[src/rtl/gri_pkg.sv]
// Shared types, constants and arithmetic helpers for the gyro rotation integrator.
// Used by the controller, the datapath and the top level.
// No dependencies.
package gri_pkg;

    // Number formats
    localparam int MATRIX_FRAC_BITS = 30;
    localparam int RATE_FRAC_BITS   = 16;
    localparam int THETA_SHIFT      = 37 + RATE_FRAC_BITS;

    // Iteration counts of the shared units
    localparam int CORDIC_STEPS = 30;
    localparam int SQRT_STEPS   = 32;
    localparam int DIV_STEPS    = 31;
    localparam int TMUL_STEPS   = 5;

    // Fixed-point constants (Q30 unless noted)
    localparam logic [30:0]        NS_SCALE    = 31'd1152921505;   // 1e-9 * 2^60
    localparam logic [31:0]        PI_Q30      = 32'd3373259426;
    localparam logic [31:0]        HALF_PI_Q30 = 32'd1686629713;
    localparam logic signed [33:0] CORDIC_GAIN = 34'sd652032874;
    localparam logic signed [33:0] ONE_Q30     = 34'sd1073741824;
    localparam logic signed [31:0] ID_DIAG     = 32'sd1 <<< MATRIX_FRAC_BITS;

    typedef logic signed [31:0] q30_t;
    typedef q30_t mat_t [9];

    // One input item
    typedef struct packed {
        logic               window_start;
        logic               window_end;
        logic [62:0]        time_ns;
        logic signed [23:0] rate_x;
        logic signed [23:0] rate_y;
        logic signed [23:0] rate_z;
    } sample_t;

    // Datapath operations
    typedef enum logic [4:0] {
        DP_NOP,
        DP_LOAD,
        DP_DECIDE,
        DP_INIT_ROT,
        DP_SQUARE,
        DP_SQRT_INIT,
        DP_SQRT_STEP,
        DP_QMUL,
        DP_TMUL,
        DP_THETA,
        DP_ITER_INIT,
        DP_ITER,
        DP_POST,
        DP_MAC_K2,
        DP_MAC_DR,
        DP_MAC_NR,
        DP_COPY,
        DP_FINISH,
        DP_EMIT
    } dp_op_t;

    typedef struct packed {
        dp_op_t     op;
        logic [4:0] step;
        logic [1:0] row;
        logic [1:0] col;
        logic [1:0] term;
    } dp_cmd_t;

    typedef struct packed {
        logic win_start;
        logic win_end;
        logic time_after;
        logic mag_zero;
        logic theta_zero;
        logic out_free;
    } dp_status_t;

    // CORDIC arctangent table, Q30
    function automatic logic [31:0] atan_q30(input logic [4:0] idx);
        logic [31:0] r;
        case (idx)
            5'd0:    r = 32'd843314857;
            5'd1:    r = 32'd497837830;
            5'd2:    r = 32'd263043837;
            5'd3:    r = 32'd133525159;
            5'd4:    r = 32'd67021687;
            5'd5:    r = 32'd33543516;
            5'd6:    r = 32'd16775851;
            5'd7:    r = 32'd8388437;
            5'd8:    r = 32'd4194283;
            5'd9:    r = 32'd2097149;
            5'd10:   r = 32'd1048576;
            5'd11:   r = 32'd524288;
            5'd12:   r = 32'd262144;
            5'd13:   r = 32'd131072;
            5'd14:   r = 32'd65536;
            5'd15:   r = 32'd32768;
            5'd16:   r = 32'd16384;
            5'd17:   r = 32'd8192;
            5'd18:   r = 32'd4096;
            5'd19:   r = 32'd2048;
            5'd20:   r = 32'd1024;
            5'd21:   r = 32'd512;
            5'd22:   r = 32'd256;
            5'd23:   r = 32'd128;
            5'd24:   r = 32'd64;
            5'd25:   r = 32'd32;
            5'd26:   r = 32'd16;
            5'd27:   r = 32'd8;
            5'd28:   r = 32'd4;
            5'd29:   r = 32'd2;
            default: r = 32'd0;
        endcase
        return r;
    endfunction

    // Product shifted right by 30, rounding half away from zero
    function automatic logic signed [37:0] rshr30(input logic signed [67:0] v);
        logic [67:0] m;
        logic [37:0] r;
        m = v[67] ? 68'(-v) : 68'(v);
        r = 38'((m + 68'(1 << 29)) >> 30);
        return v[67] ? -$signed(r) : $signed(r);
    endfunction

    function automatic logic signed [31:0] sat32(input logic signed [39:0] v);
        logic signed [31:0] r;
        if (v > 40'sh007FFFFFFF)
            r = 32'sh7FFFFFFF;
        else if (v < -40'sh0080000000)
            r = -32'sh80000000;
        else
            r = v[31:0];
        return r;
    endfunction

    // Skew matrix entry of the unit axis, row-major index
    function automatic logic signed [33:0] k_entry(input logic signed [31:0] u0,
                                                   input logic signed [31:0] u1,
                                                   input logic signed [31:0] u2,
                                                   input logic [3:0] idx);
        logic signed [33:0] r;
        case (idx)
            4'd1:    r = -34'(u2);
            4'd2:    r = 34'(u1);
            4'd3:    r = 34'(u2);
            4'd5:    r = -34'(u0);
            4'd6:    r = -34'(u1);
            4'd7:    r = 34'(u0);
            default: r = 34'sd0;
        endcase
        return r;
    endfunction

endpackage

[src/rtl/gri_controller.sv]
// Sequencer for one gyro sample: reference handling, magnitude, angle, Rodrigues update.
// Commands gri_datapath through dp_cmd_t; depends on gri_pkg.
module gri_controller (
    input  logic                clk,
    input  logic                rst_n,
    input  logic                in_valid,
    input  gri_pkg::dp_status_t status,
    output logic                in_ready,
    output gri_pkg::dp_cmd_t    cmd
);
    import gri_pkg::*;

    typedef enum logic [4:0] {
        S_IDLE,
        S_DECIDE,
        S_SQUARE,
        S_SQRT_INIT,
        S_SQRT,
        S_QMUL,
        S_TMUL,
        S_THETA,
        S_ITER_INIT,
        S_ITER,
        S_POST,
        S_K2,
        S_DR,
        S_NR,
        S_DRAIN,
        S_COPY,
        S_FINISH
    } state_t;

    state_t     state_reg;
    state_t     state_next;
    logic [4:0] cnt_reg;
    logic [4:0] cnt_next;
    logic [1:0] row_reg;
    logic [1:0] row_next;
    logic [1:0] col_reg;
    logic [1:0] col_next;
    logic [1:0] term_reg;
    logic [1:0] term_next;
    logic       have_ref_reg;
    logic       have_ref_next;
    logic       mac_done;
    logic [1:0] last_term;

    always_ff @(posedge clk or negedge rst_n)
    begin
        if (!rst_n)
        begin
            state_reg    <= S_IDLE;
            cnt_reg      <= '0;
            row_reg      <= '0;
            col_reg      <= '0;
            term_reg     <= '0;
            have_ref_reg <= 1'b0;
        end
        else
        begin
            state_reg    <= state_next;
            cnt_reg      <= cnt_next;
            row_reg      <= row_next;
            col_reg      <= col_next;
            term_reg     <= term_next;
            have_ref_reg <= have_ref_next;
        end
    end

    // MAC walk: terms inside entries, entries row-major
    assign last_term = (state_reg == S_DR) ? 2'd1 : 2'd2;
    assign mac_done  = (term_reg == last_term) && (col_reg == 2'd2) && (row_reg == 2'd2);

    always_comb
    begin
        state_next    = state_reg;
        cnt_next      = cnt_reg;
        row_next      = row_reg;
        col_next      = col_reg;
        term_next     = term_reg;
        have_ref_next = have_ref_reg;
        in_ready      = 1'b0;
        cmd           = '{op: DP_NOP, step: cnt_reg, row: row_reg, col: col_reg,
                          term: term_reg};

        if (state_reg == S_K2 || state_reg == S_DR || state_reg == S_NR)
        begin
            if (term_reg != last_term)
                term_next = term_reg + 2'd1;
            else
            begin
                term_next = 2'd0;
                if (col_reg != 2'd2)
                    col_next = col_reg + 2'd1;
                else
                begin
                    col_next = 2'd0;
                    row_next = (row_reg == 2'd2) ? 2'd0 : row_reg + 2'd1;
                end
            end
        end

        case (state_reg)
            S_IDLE:
            begin
                in_ready = 1'b1;
                if (in_valid)
                begin
                    cmd.op     = DP_LOAD;
                    state_next = S_DECIDE;
                end
            end
            S_DECIDE:
            begin
                if (status.win_start || !have_ref_reg)
                begin
                    cmd.op        = DP_INIT_ROT;
                    have_ref_next = 1'b1;
                    state_next    = S_FINISH;
                end
                else if (status.time_after)
                begin
                    cmd.op     = DP_DECIDE;
                    cnt_next   = '0;
                    state_next = S_SQUARE;
                end
                else
                    state_next = S_FINISH;
            end
            S_SQUARE:
            begin
                cmd.op = DP_SQUARE;
                if (cnt_reg == 5'd2)
                begin
                    cnt_next   = '0;
                    state_next = S_SQRT_INIT;
                end
                else
                    cnt_next = cnt_reg + 5'd1;
            end
            S_SQRT_INIT:
            begin
                cmd.op     = DP_SQRT_INIT;
                cnt_next   = '0;
                state_next = S_SQRT;
            end
            S_SQRT:
            begin
                cmd.op = DP_SQRT_STEP;
                if (cnt_reg == 5'(SQRT_STEPS - 1))
                begin
                    cnt_next   = '0;
                    state_next = S_QMUL;
                end
                else
                    cnt_next = cnt_reg + 5'd1;
            end
            S_QMUL:
            begin
                if (status.mag_zero)
                    state_next = S_FINISH;
                else
                begin
                    cmd.op     = DP_QMUL;
                    cnt_next   = '0;
                    state_next = S_TMUL;
                end
            end
            S_TMUL:
            begin
                cmd.op = DP_TMUL;
                if (cnt_reg == 5'(TMUL_STEPS - 1))
                begin
                    cnt_next   = '0;
                    state_next = S_THETA;
                end
                else
                    cnt_next = cnt_reg + 5'd1;
            end
            S_THETA:
            begin
                cmd.op     = DP_THETA;
                state_next = S_ITER_INIT;
            end
            S_ITER_INIT:
            begin
                if (status.theta_zero)
                    state_next = S_FINISH;
                else
                begin
                    cmd.op     = DP_ITER_INIT;
                    cnt_next   = '0;
                    state_next = S_ITER;
                end
            end
            S_ITER:
            begin
                cmd.op = DP_ITER;
                if (cnt_reg == 5'(DIV_STEPS - 1))
                begin
                    cnt_next   = '0;
                    state_next = S_POST;
                end
                else
                    cnt_next = cnt_reg + 5'd1;
            end
            S_POST:
            begin
                cmd.op     = DP_POST;
                row_next   = '0;
                col_next   = '0;
                term_next  = '0;
                state_next = S_K2;
            end
            S_K2:
            begin
                cmd.op = DP_MAC_K2;
                if (mac_done)
                    state_next = S_DR;
            end
            S_DR:
            begin
                cmd.op = DP_MAC_DR;
                if (mac_done)
                    state_next = S_NR;
            end
            S_NR:
            begin
                cmd.op = DP_MAC_NR;
                if (mac_done)
                    state_next = S_DRAIN;
            end
            S_DRAIN:
                state_next = S_COPY;
            S_COPY:
            begin
                cmd.op     = DP_COPY;
                state_next = S_FINISH;
            end
            S_FINISH:
            begin
                if (status.win_end)
                begin
                    if (status.out_free)
                    begin
                        cmd.op        = DP_EMIT;
                        have_ref_next = 1'b0;
                        state_next    = S_IDLE;
                    end
                end
                else
                begin
                    cmd.op     = DP_FINISH;
                    state_next = S_IDLE;
                end
            end
            default: state_next = S_IDLE;
        endcase
    end

    // Checks
    a_one_at_a_time: assert property (@(posedge clk) disable iff (!rst_n)
        in_valid && in_ready |=> !in_ready)
        else $error("second item taken while one is in work");

    a_emit_free: assert property (@(posedge clk) disable iff (!rst_n)
        cmd.op == DP_EMIT |-> status.out_free)
        else $error("emit over an untaken result");

    a_emit_drops_ref: assert property (@(posedge clk) disable iff (!rst_n)
        cmd.op == DP_EMIT |=> !have_ref_reg)
        else $error("reference kept after emit");

endmodule

[config.mk]
export PLATFORM = sky130hd
export DESIGN_NAME = gri_controller
export DESIGN_NICKNAME = d
export VERILOG_FILES = /design/src/rtl/gri_pkg.sv /design/src/rtl/gri_controller.sv
export SDC_FILE = /design/constraint.sdc
export NUM_CORES = 1
export LEC_CHECK = 0
export BUFFER_PORTS_ARGS = -buffer_cell sky130_fd_sc_hd__clkbuf_2
export CORE_MARGIN = 2
export CORE_UTILIZATION = 55
export DETAILED_ROUTE_END_ITERATION = 8
export PLACE_DENSITY = 0.79
export SLEW_MARGIN = 25
export SYNTH_ARGS = -nofsm -noshare
export SYNTH_HDL_FRONTEND = slang
export SYNTH_SLANG_ARGS = --single-unit
[constraint.sdc]
create_clock -name clk -period 2.05 [get_ports clk]
set_input_delay 0.205 -clock clk [delete_from_list [all_inputs] [get_ports clk]]
set_output_delay 0.205 -clock clk [all_outputs]
set_load 0.05 [all_outputs]
==> results.md, run 1 <==
- Status: complete, no violations
- Period Utilization, post-route: 0.989
- Pwr Total: 2120 µW
- Syn Inst Count: 166
- Starting density of the core: 0.575
- Peak VDD IR: 1.22 mV
- Worst setup EP type: flop
- H-tree levels: 1
- Crit path arrival time: 2.22 ns
- Yosys Warn Count: 0
- Hold path startpoint: status[0]
- RSZ-0062 raised after global routing: yes
- Final setup violation count: 0
- First-pass GRT wire length: 5.58 mm
- # clock sinks: 17
- Antenna cells: 0
- # IOs: 26
- R2R Setup Slk: 0.02 ns
- Post-Synth Simple-Gate Area: 0.321
- CP required: 2.24 ns
- Largest net degree at the start of global routing: 18
- DP HPWL: 2.75 mm
- Cell area after synthesis: 1430 µm²
- Final Wtd Congestion: 0.840
- Cell area after layout: 1820 µm²
- Post-synthesis mux area share: 0.0474
- Clock transition at path regs: 0.11 ns
- WHS Endpoint: state_reg[4]$_DFFE_PN0P_
- 1st-iter DRT viols: 60
- Final hold violation count: 0
- Hold path depth: 4
- Clock Latency Late Sink: 0.31 ns
- Worst-case reg-to-reg path depth: 7
- Via Count: 1468
- Power Density: 1170 nW/µm²
- Synth Net Count: 179
- Max cap viols: 0
- Post-synth ARST share: 1.00
- Largest family of logic cells by synthesized area: simple AND/OR/NAND/NOR gates
- FF+latch area: 433 µm²
- Max Clk Rate: 0.493 GHz
- Post-synth cell types: 55
- Synth top area share: 0.299
- Core area: 2480 µm²
- Post-synthesis compound-gate area fraction: 0.242
- Leakage: 0.000786 µW
- PortBufs: 25
- Vias in the first global route: 1290
- Layout cells sized above 1: 0.390
- Final core occ: 0.734
- CTS tree: yes
- Worst Clk Skew: 0.00685 ns
- Largest area contributor in the netlist: dfrtp_1
- Syn Area/Cell: 8.59 µm²
- Clock tree buffer depth: 2
- Post-synth top flop: dfrtp_1
- Max Slew Vio Count: 0
- Number of synthesized register bits: 17
- Synthesis-to-layout area growth: 27.6%
- Initial antenna violation count: 0
- Drt total wl: 3.82 mm
- Area share of fa/ha/maj cells after synthesis: 0.0351
- Post-route minimum period: 2.03 ns
- Register area share after synthesis: 0.299
- Hold Crit Class: in2reg
- Worst-Margin Slew: 0.533 ns
- Crit path launch type: flop
- Die area: 3010 µm²
- Max FO, Critical Path: 7
- Routed length per placed instance: 16.2 µm
- DP Cell Count: 221
- Grt ovf: 0
- Finished Layout Cells: 235
- WHS: 0.246 ns
- Critical path class: reg2reg
- Multi-input gate area: 1010 µm²
- EDFF count, synth: 0
- Fillers: 209
- Max transition margin: 0.635
- Detailed Routing Iterations Pass 1: 4
- Root Buffer: clkbuf_4
- Worst reg2reg startpoint: state_reg[2]$_DFFE_PN0P_
- Die Span Y: 54.9 µm
- Die Wd: 54.9 µm
- Total GRT Usage: 0.262
- Final net count: 219
- Via density: 6.25
- Synth area leaders: dfrtp_1, nor2_1, nor2b_1, ha_1, nand2_1
- RR Endpoint: state_reg[0]$_DFFE_PN0P_
- Inserted Clock Buffers: 3
- # DRC: 0
- Routed Antenna Nets: 0
- Placed Area: 1630 µm²
- Xor and xnor area share after synthesis: 0.00615
- Num rows: 18
## cells by family (layout without fill, tap and decap cells)
family | Yosys count | count (layout)
AOI/OAI and AO/OA | 42 | 42
xor gates and xnor gates | 1 | 1
DFF | 17 | 17
adders and majority gates | 4 | 4
muxes | 6 | 6
and+or+nand+nor | 81 | 81
buffers and inverters | 15 | 54
## layout by cell type (no fill, tap or decap), types with 4 or more instances in the layout
cell,Yosys,routed
clkbuf_2,0,23
dfrtp_1,17,11
o21ai_0,6,6
buf_4,1,17
nand2b_1,6,6
nand2_1,13,12
dfrtp_2,0,6
nor2b_1,10,10
inv_1,5,4
a21oi_1,7,7
nand3_1,9,9
nor2_1,18,15
nand4_1,4,4
## Yosys cell counts (3+ instances only)
master / instances
and3_1: 3
inv_1: 5
clkbuf_1: 4
a21oi_1: 7
mux2i_1: 3
nor2b_1: 10
o21ai_0: 6
nand2b_1: 6
ha_1: 4
o211ai_1: 3
nand2_1: 13
dfrtp_1: 17
nor2_1: 18
nand4_1: 4
nand3_1: 9
nor3b_1: 3
o21a_1: 3
## critical path, cell delays in order (launching register included)
cell and delay [ns]:
dfrtp_2 0.48, buf_4 0.16, buf_4 0.13, nand3_1 0.13
a211oi_4 0.08, o41a_4 0.49, nand2_1 0.10, mux2_2 0.34
## metrics by stage
step	worst slack (ns)	setup TNS, ns
final	0.0219	0
after floorplan	0.00839	0
after CTS	0.00136	0
after global routing	-0.0137	-0.0290
after global placement	0.132	0
after detailed placement	0.0283	0
## cell type report
type	instances	share of cell area
Clock inverter	1	0.00275
Sequential cell	17	0.238
Inverter	6	0.0124
Tap cell	30	0.0206
Timing Repair Buffer	44	0.160
Clock buffer	3	0.0124
Multi-Input combinational cell	134	0.553
## repair_timing
action	CTS	global route
resized for setup	8	14
endpoints found under the setup margin	3	8
buffers inserted	0	9
hold buffers	1	0
pin swaps	0	3
hold endpoints to repair	17	0
## worst max-delay path by stage
stage | startpoint | end | slack (ns)
after global routing | state_reg[3]$_DFFE_PN0P_ | cmd[12] | -0.01
after detailed placement | cnt_reg[0]$_DFFE_PN0P_ | state_reg[2]$_DFFE_PN0P_ | 0.03
after CTS | state_reg[2]$_DFFE_PN0P_ | cmd[12] | 0.001
after global placement | cnt_reg[0]$_DFFE_PN0P_ | state_reg[0]$_DFFE_PN0P_ | 0.13
final | state_reg[2]$_DFFE_PN0P_ | state_reg[0]$_DFFE_PN0P_ | 0.02
after floorplan | state_reg[4]$_DFFE_PN0P_ | cmd[14] | 0.008
## metal layers
layer,vias to the layer above,routed length (µm),share of wire,track usage
met5,-,0,0,0
met4,0,51,0.013,0.0610
met3,8,213,0.056,0.0726
met2,56,1960,0.51,0.482
met1,708,1590,0.42,0.300
li1,696,-,-,-
## where the power goes
part,switching [µW],internal (µW),leakage [µW]
combinational,883,558,0.000549
clock,122,72.9,0.0000177
sequential,94.9,391,0.000220
total,1100,1020,0.000786
No activity file was read; power rests on OpenSTA's default activity.
==> run 2: changes to the inputs <==
==> constraint.sdc (replaced) <==
create_clock -name clk -period 2.05 [get_ports clk]
set_input_delay 0.1025 -clock clk [delete_from_list [all_inputs] [get_ports clk]]
set_output_delay 0.1025 -clock clk [all_outputs]
set_load 0.05 [all_outputs]
==> results.md, run 2 (synthesis gave the netlist of run 1 again) <==
- Via Count: 1402 (was 1468)
- Starting density of the core: 0.575 (unchanged)
- Total GRT Usage: 0.256 (was 0.262)
- Most frequent cells in the layout: clkbuf_2, nor2_1, nand2_1, dfrtp_1, buf_4 (was clkbuf_2, buf_4, nor2_1, nand2_1, dfrtp_1)
- Routed Antenna Nets: 0 (unchanged)
- Fillers: 214 (was 209)
- Post-place setup slack: 0.0539 ns (was 0.0283 ns)
- Final setup violation count: 0 (unchanged)
- Max Clk Rate: 0.507 GHz (was 0.493 GHz)
- # IOs: 26 (unchanged)
- Clock transition at path regs: 0.11 ns (about the same)
- WHS Endpoint: state_reg[4]$_DFFE_PN0P_ (unchanged)
- CP max-delay cell: dfrtp_2 (was o41a_4)
- Initial antenna violation count: 0 (unchanged)
- Largest net degree at the start of global routing: 19 (was 18)
- Gate power share: 0.676 (was 0.679)
- Layout cells sized above 1: 0.338 (was 0.390)
- Commonest non-fill, non-tap cell in the layout: clkbuf_2 (unchanged)
- Final net count: 212 (was 219)
- Post-route minimum period: 1.97 ns (was 2.03 ns)
- # clock sinks: 17 (unchanged)
- Most Frequent Cell on Critical Path: buf_4 (unchanged)
- Final Wtd Congestion: 0.861 (was 0.840)
- 1st-iter DRT viols: 53 (was 60)
- Setup slack after layout: 0.0758 ns (was 0.0219 ns)
- Multi-input gate area: 968 µm² (was 1010 µm²)
- RSZ-0062 raised after global routing: yes (unchanged)
- Inserted Clock Buffers: 3 (unchanged)
- RR Endpoint: state_reg[2]$_DFFE_PN0P_ (was state_reg[0]$_DFFE_PN0P_)
- H-tree levels: 1 (unchanged)
- Root Buffer: clkbuf_4 (unchanged)
- Switching power share of the total: 0.524 (was 0.518)
- Clock network power share: 0.093 (was 0.092)
- WHS: 0.135 ns (was 0.246 ns)
- Via density: 6.15 (was 6.25)
- PortBufs: 25 (unchanged)
- Worst Clk Skew: 0.00427 ns (was 0.00685 ns)
- Hold path startpoint: status[0] (unchanged)
- R2R Setup Slk: 0.08 ns (was 0.02 ns)
- CP Launch Point: state_reg[2]$_DFFE_PN0P_ (unchanged)
- Status: complete, no violations (unchanged)
- Grt ovf: 0 (unchanged)
- Max Slew Vio Count: 0 (unchanged)
- Die Wd: 54.9 µm (unchanged)
- Max cap viols: 0 (unchanged)
- Synthesis-to-layout area growth: 20.2% (was 27.6%)
- DP HPWL: 2.57 mm (was 2.75 mm)
- Die area: 3010 µm² (unchanged)
- Hold path depth: 4 (unchanged)
- CP required: 1.95 ns (was 2.24 ns)
- Vias in the first global route: 1246 (was 1290)
- Crit path arrival time: 1.87 ns (was 2.22 ns)
- Routed length per placed instance: 15.4 µm (was 16.2 µm)
- Worst reg2reg startpoint: cnt_reg[0]$_DFFE_PN0P_ (was state_reg[2]$_DFFE_PN0P_)
- Worst setup EP type: output pin (was flop)
- Hold Crit Class: in2reg (unchanged)
- Drt total wl: 3.52 mm (was 3.82 mm)
- # DRC: 0 (unchanged)
- FF+latch area: 432 µm² (was 433 µm²)
- Peak VDD IR: 1.26 mV (was 1.22 mV)
- Detailed Routing Iterations Pass 1: 4 (unchanged)
- Power share of the sequential group: 0.232 (was 0.229)
- Psw: 1080 µW (was 1100 µW)
- Num rows: 18 (unchanged)
- CP max stage delay: 0.50 ns (was 0.49 ns)
- Clock tree buffer depth: 2 (unchanged)
- Leakage: 0.000745 µW (was 0.000786 µW)
- Critical path class: reg2out (was reg2reg)
- Worst-Margin Slew: 0.533 ns (about the same)
- Crit path launch type: flop (unchanged)
- First-pass GRT wire length: 5.53 mm (was 5.58 mm)
- Power Density: 1200 nW/µm² (was 1170 nW/µm²)
- Max transition margin: 0.644 (was 0.635)
- Core area: 2480 µm² (unchanged)
- Max FO, Critical Path: 11 (was 7)
- Clock Latency Late Sink: 0.30 ns (was 0.31 ns)
- Int Power: 979 µW (was 1020 µW)
- Final hold violation count: 0 (unchanged)
- CTS tree: yes (unchanged)
- Die Span Y: 54.9 µm (unchanged)
- Crit-path cells: buf_4 -> nor2_2 -> o2bb2ai_1 -> a32oi_1 -> a2bb2oi_1 -> o22ai_2 -> buf_4 (was buf_4 -> buf_4 -> nand3_1 -> a211oi_4 -> o41a_4 -> nand2_1 -> mux2_2)
- Worst-case reg-to-reg path depth: 7 (unchanged)
- Antenna cells: 0 (unchanged)
- Period Utilization, post-route: 0.963 (was 0.989)
[run 2: worst max path at each step]
stage	slack, ns	to	depth (start not counted)
3_3_place_gp	0.13	state_reg[2]$_DFFE_PN0P_	7
5_1_grt	-0.02	cmd[11]	7
6_report	0.08	cmd[11]	7
3_5_place_dp	0.05	state_reg[2]$_DFFE_PN0P_	7
2_1_floorplan	0.02	state_reg[2]$_DFFE_PN0P_	7
4_1_cts	0.009	state_reg[2]$_DFFE_PN0P_	7
[run 2: power groups by stage]
stage	Clock, µW	Combinational, µW	Sequential [µW]
6_report	190	1390	476
5_1_grt	216	1500	483
4_1_cts	198	1300	483
3_5_place_dp	0	1270	484
3_3_place_gp	0	1250	480
2_1_floorplan	0	1000	476
[run 2: cell type report]
class | instances | area share
Multi-Input combinational cell | 134 | 0.565
Clock inverter | 1 | 0.00292
Sequential cell | 17 | 0.252
Tap cell | 30 | 0.0219
Clock buffer | 3 | 0.0131
Inverter | 6 | 0.0131
Timing Repair Buffer | 37 | 0.131
[run 2: worst max-delay path: cells and delay by family (launching register included)]
kind	cells	cell delay, ns
simple gates	1	0.20
compound gates	4	0.46
buf+inv	2	0.41
flops	1	0.50
[run 2: routing by layer]
metal / GRT usage / share of wire / up-vias
met2: 0.448 / 0.50 / 49
met1: 0.315 / 0.43 / 672
met3: 0.0511 / 0.058 / 4
li1: - / - / 677
met4: 0.0772 / 0.0077 / 0
met5: 0 / 0 / -
[run 2: timing repair]
item | 4_1_cts | 5_1_grt
setup endpoints to repair | 3 | 9
hold endpoints to repair | 17 | 0
hold buffers | 1 | 0
gates resized for setup | 5 | 8
buffers inserted | 0 | 2
pin swaps | 0 | 1
[run 2: metrics by stage]
step                      instances  setup TNS [ns]  utilization  cell area, µm²  power [µW]
after floorplan                 166               0            -            1450        1480
after global placement          221               0        0.658            1630        1730
after detailed placement        221               0        0.658            1630        1760
after CTS                       226               0        0.678            1680        1990
after global routing            228         -0.0219        0.691            1710        2200
final                           228               0        0.691            1710        2060
==> run 3: changes to the inputs <==
--- a/config.mk
+++ b/config.mk
@@ -5,11 +5,11 @@
 export SDC_FILE = /design/constraint.sdc
 export NUM_CORES = 1
 export LEC_CHECK = 0
-export BUFFER_PORTS_ARGS = -buffer_cell sky130_fd_sc_hd__clkbuf_2
 export CORE_MARGIN = 2
-export CORE_UTILIZATION = 55
+export CORE_UTILIZATION = 60
 export DETAILED_ROUTE_END_ITERATION = 8
-export PLACE_DENSITY = 0.79
+export DONT_BUFFER_PORTS = 1
+export PLACE_DENSITY = 0.76
 export SLEW_MARGIN = 25
 export SYNTH_ARGS = -nofsm -noshare
 export SYNTH_HDL_FRONTEND = slang
==> constraint.sdc (replaced) <==
create_clock -name clk -period 2.4 [get_ports clk]
set_input_delay 0.12 -clock clk [delete_from_list [all_inputs] [get_ports clk]]
set_output_delay 0.12 -clock clk [all_outputs]
set_load 0.05 [all_outputs]
==> results.md, run 3 (synthesis gave the netlist of run 1 again) <==
- Status: complete, no violations (unchanged)
- Total GRT Usage: 0.267 (was 0.256)
- Placed Area: 1550 µm² (was 1630 µm²)
- WL met2: 1.56 mm (was 1.77 mm)
- Clock Latency Late Sink: 0.30 ns (about the same)
- Starting density of the core: 0.638 (was 0.575)
- Most frequent cells in the layout: nor2_1, buf_4, dfrtp_1, nand2_1, nor2b_1 (was clkbuf_2, nor2_1, nand2_1, dfrtp_1, buf_4)
- Synthesis-to-layout area growth: 11.8% (was 20.2%)
- Via Count: 1336 (was 1402)
- Routed Antenna Nets: 0 (unchanged)
- Critical path class: reg2out (unchanged)
- RSZ-0062 raised after global routing: no (was yes)
- Drt total wl: 3.24 mm (was 3.52 mm)
- Post-CTS setup repair buffer count: 0 (unchanged)
- Final hold violation count: 0 (unchanged)
- Max cap viols: 0 (unchanged)
- Crit-path cells: nor4_1 -> nand4_1 -> nand3_1 (was buf_4 -> nor2_2 -> o2bb2ai_1 -> a32oi_1 -> a2bb2oi_1 -> o22ai_2 -> buf_4)
- DP HPWL: 2.42 mm (was 2.57 mm)
- RR Endpoint: state_reg[2]$_DFFE_PN0P_ (unchanged)
- Finished Layout Cells: 208 (was 228)
- Period Utilization, post-route: 0.921
- Grt ovf: 0 (unchanged)
- Crit path arrival time: 2.09 ns (was 1.87 ns)
- Hold path depth: 2 (was 4)
- Final Wtd Congestion: 0.935 (was 0.861)
- Die area: 2780 µm² (was 3010 µm²)
- First-pass GRT wire length: 5.38 mm (was 5.53 mm)
- CP required: 2.28 ns (was 1.95 ns)
- CTS tree: yes (unchanged)
- Die Wd: 52.7 µm (was 54.9 µm)
- Largest net degree at the start of global routing: 24 (was 19)
- Top layer in use: met4 (unchanged)
- Vias in the first global route: 1201 (was 1246)
- Leakage: 0.000668 µW (was 0.000745 µW)
- PortBufs: 0 (was 25)
- Detailed Routing Iterations Pass 1: 4 (unchanged)
- Top delay family on crit path: simple AND/OR/NAND/NOR gates (was flip-flops)
- Final setup TNS: 0 ns (unchanged)
- Bufs and invs on worst path: 0 (was 2)
- Hold path startpoint: status[0] (unchanged)
- Final net count: 194 (was 212)
- Worst-Margin Slew: 0.783 ns (was 0.533 ns)
- Routed length per placed instance: 15.6 µm (was 15.4 µm)
- Crit path launch type: flop (unchanged)
- # DRC: 0 (unchanged)
- Num rows: 17 (was 18)
- # clock sinks: 17 (unchanged)
- WL met3: 160 µm (was 204 µm)
- # IOs: 26 (unchanged)
- Final setup violation count: 0 (unchanged)
- Inserted Clock Buffers: 3 (unchanged)
- Die Span Y: 52.7 µm (was 54.9 µm)
- CP max-delay cell: dfrtp_1 (was dfrtp_2)
- 1st-iter DRT viols: 28 (was 53)
- Root Buffer: clkbuf_4 (unchanged)
- Clock tree buffer depth: 2 (unchanged)
- DP Cell Count: 203 (was 221)
- WHS Endpoint: have_ref_reg$_DFFE_PN0P_ (was state_reg[4]$_DFFE_PN0P_)
- Cell area after layout: 1590 µm² (was 1710 µm²)
- Max FO, Critical Path: 20 (was 11)
- Peak VDD IR: 0.996 mV (was 1.26 mV)
- Hold Crit Class: in2reg (unchanged)
- Worst-case reg-to-reg path depth: 7 (unchanged)
- Core area: 2230 µm² (was 2480 µm²)
- Worst Clk Skew: 0.00621 ns (was 0.00427 ns)
- Max transition margin: 0.477 (was 0.644)
- WHS: 0.0476 ns (was 0.135 ns)
- CP max stage delay: 0.61 ns (was 0.50 ns)
- Worst setup EP type: output pin (unchanged)
- Layout cells sized above 1: 0.217 (was 0.338)
- Initial antenna violation count: 0 (unchanged)
- Clock transition at path regs: 0.11 ns (about the same)
- Post-route minimum period: 2.21 ns
- R2R Setup Slk: 0.38 ns (was 0.08 ns)
- H-tree levels: 1 (unchanged)
- Power Density: 1010 nW/µm² (was 1200 nW/µm²)
- Max Slew Vio Count: 0 (unchanged)
- Max Clk Rate: 0.452 GHz
- Worst reg2reg startpoint: cnt_reg[0]$_DFFE_PN0P_ (unchanged)
- Via density: 6.42 (was 6.15)
- Antenna cells: 0 (unchanged)
- Pwr Total: 1600 µW (was 2060 µW)
- Met1 WL: 1.46 mm (was 1.52 mm)
- WP depth: 3 (was 7)
==> run 3: cell count changes in the layout (fill, tap and decap cells not counted), moves of 4 or more <==
| cell | previous run | this run |
|---|---|---|
| buf_4 | 12 | 18 |
| clkbuf_2 | 22 | 0 |
| dfrtp_1 | 12 | 16 |
| dfrtp_2 | 5 | 1 |
==> run 3: worst max path at each step <==
stage,startpoint,to,slack (ns)
floorplan,cnt_reg[1]$_DFFE_PN0P_,state_reg[2]$_DFFE_PN0P_,0.21
global placement,state_reg[2]$_DFFE_PN0P_,state_reg[2]$_DFFE_PN0P_,0.43
detailed placement,state_reg[2]$_DFFE_PN0P_,row_reg[1]$_DFFE_PN0P_,0.33
CTS,state_reg[2]$_DFFE_PN0P_,cmd[11],0.15
global route,state_reg[0]$_DFFE_PN0P_,cmd[12],0.06
finish,state_reg[0]$_DFFE_PN0P_,cmd[12],0.19
==> run 3: layer usage <==
metal / global-route usage / vias up
li1: - / 647
met1: 0.352 / 642
met2: 0.425 / 41
met3: 0.0343 / 6
met4: 0.137 / 0
met5: 0 / -
==> run 3: report_power, final <==
part	switching, µW	total (µW)	internal (µW)
registers	146	474	328
clock network	101	163	62.2
logic	612	968	356
==> run 3: layout make-up <==
| cell class | instances | area (µm²) |
|---|---|---|
| Clock buffer | 3 | 22.5 |
| Clock inverter | 1 | 5.00 |
| Fill cell | 188 | 641 |
| Inverter | 6 | 22.5 |
| Multi-Input combinational cell | 134 | 936 |
| Sequential cell | 17 | 427 |
| Tap cell | 28 | 35.0 |
| Timing Repair Buffer | 19 | 145 |
==> run 3: what timing repair did <==
item                                   4_1_cts  5_1_grt
gates resized for setup                      0        1
setup endpoints to repair                    0        1
hold buffers                                 1        0
endpoints found under the hold margin       17        0
==> run 3: stage by stage <==
stage,utilization,setup WS [ns]
after floorplan,-,0.213
after global placement,0.696,0.428
after detailed placement,0.696,0.330
after CTS,0.713,0.154
after global routing,0.713,0.0597
final,0.713,0.190
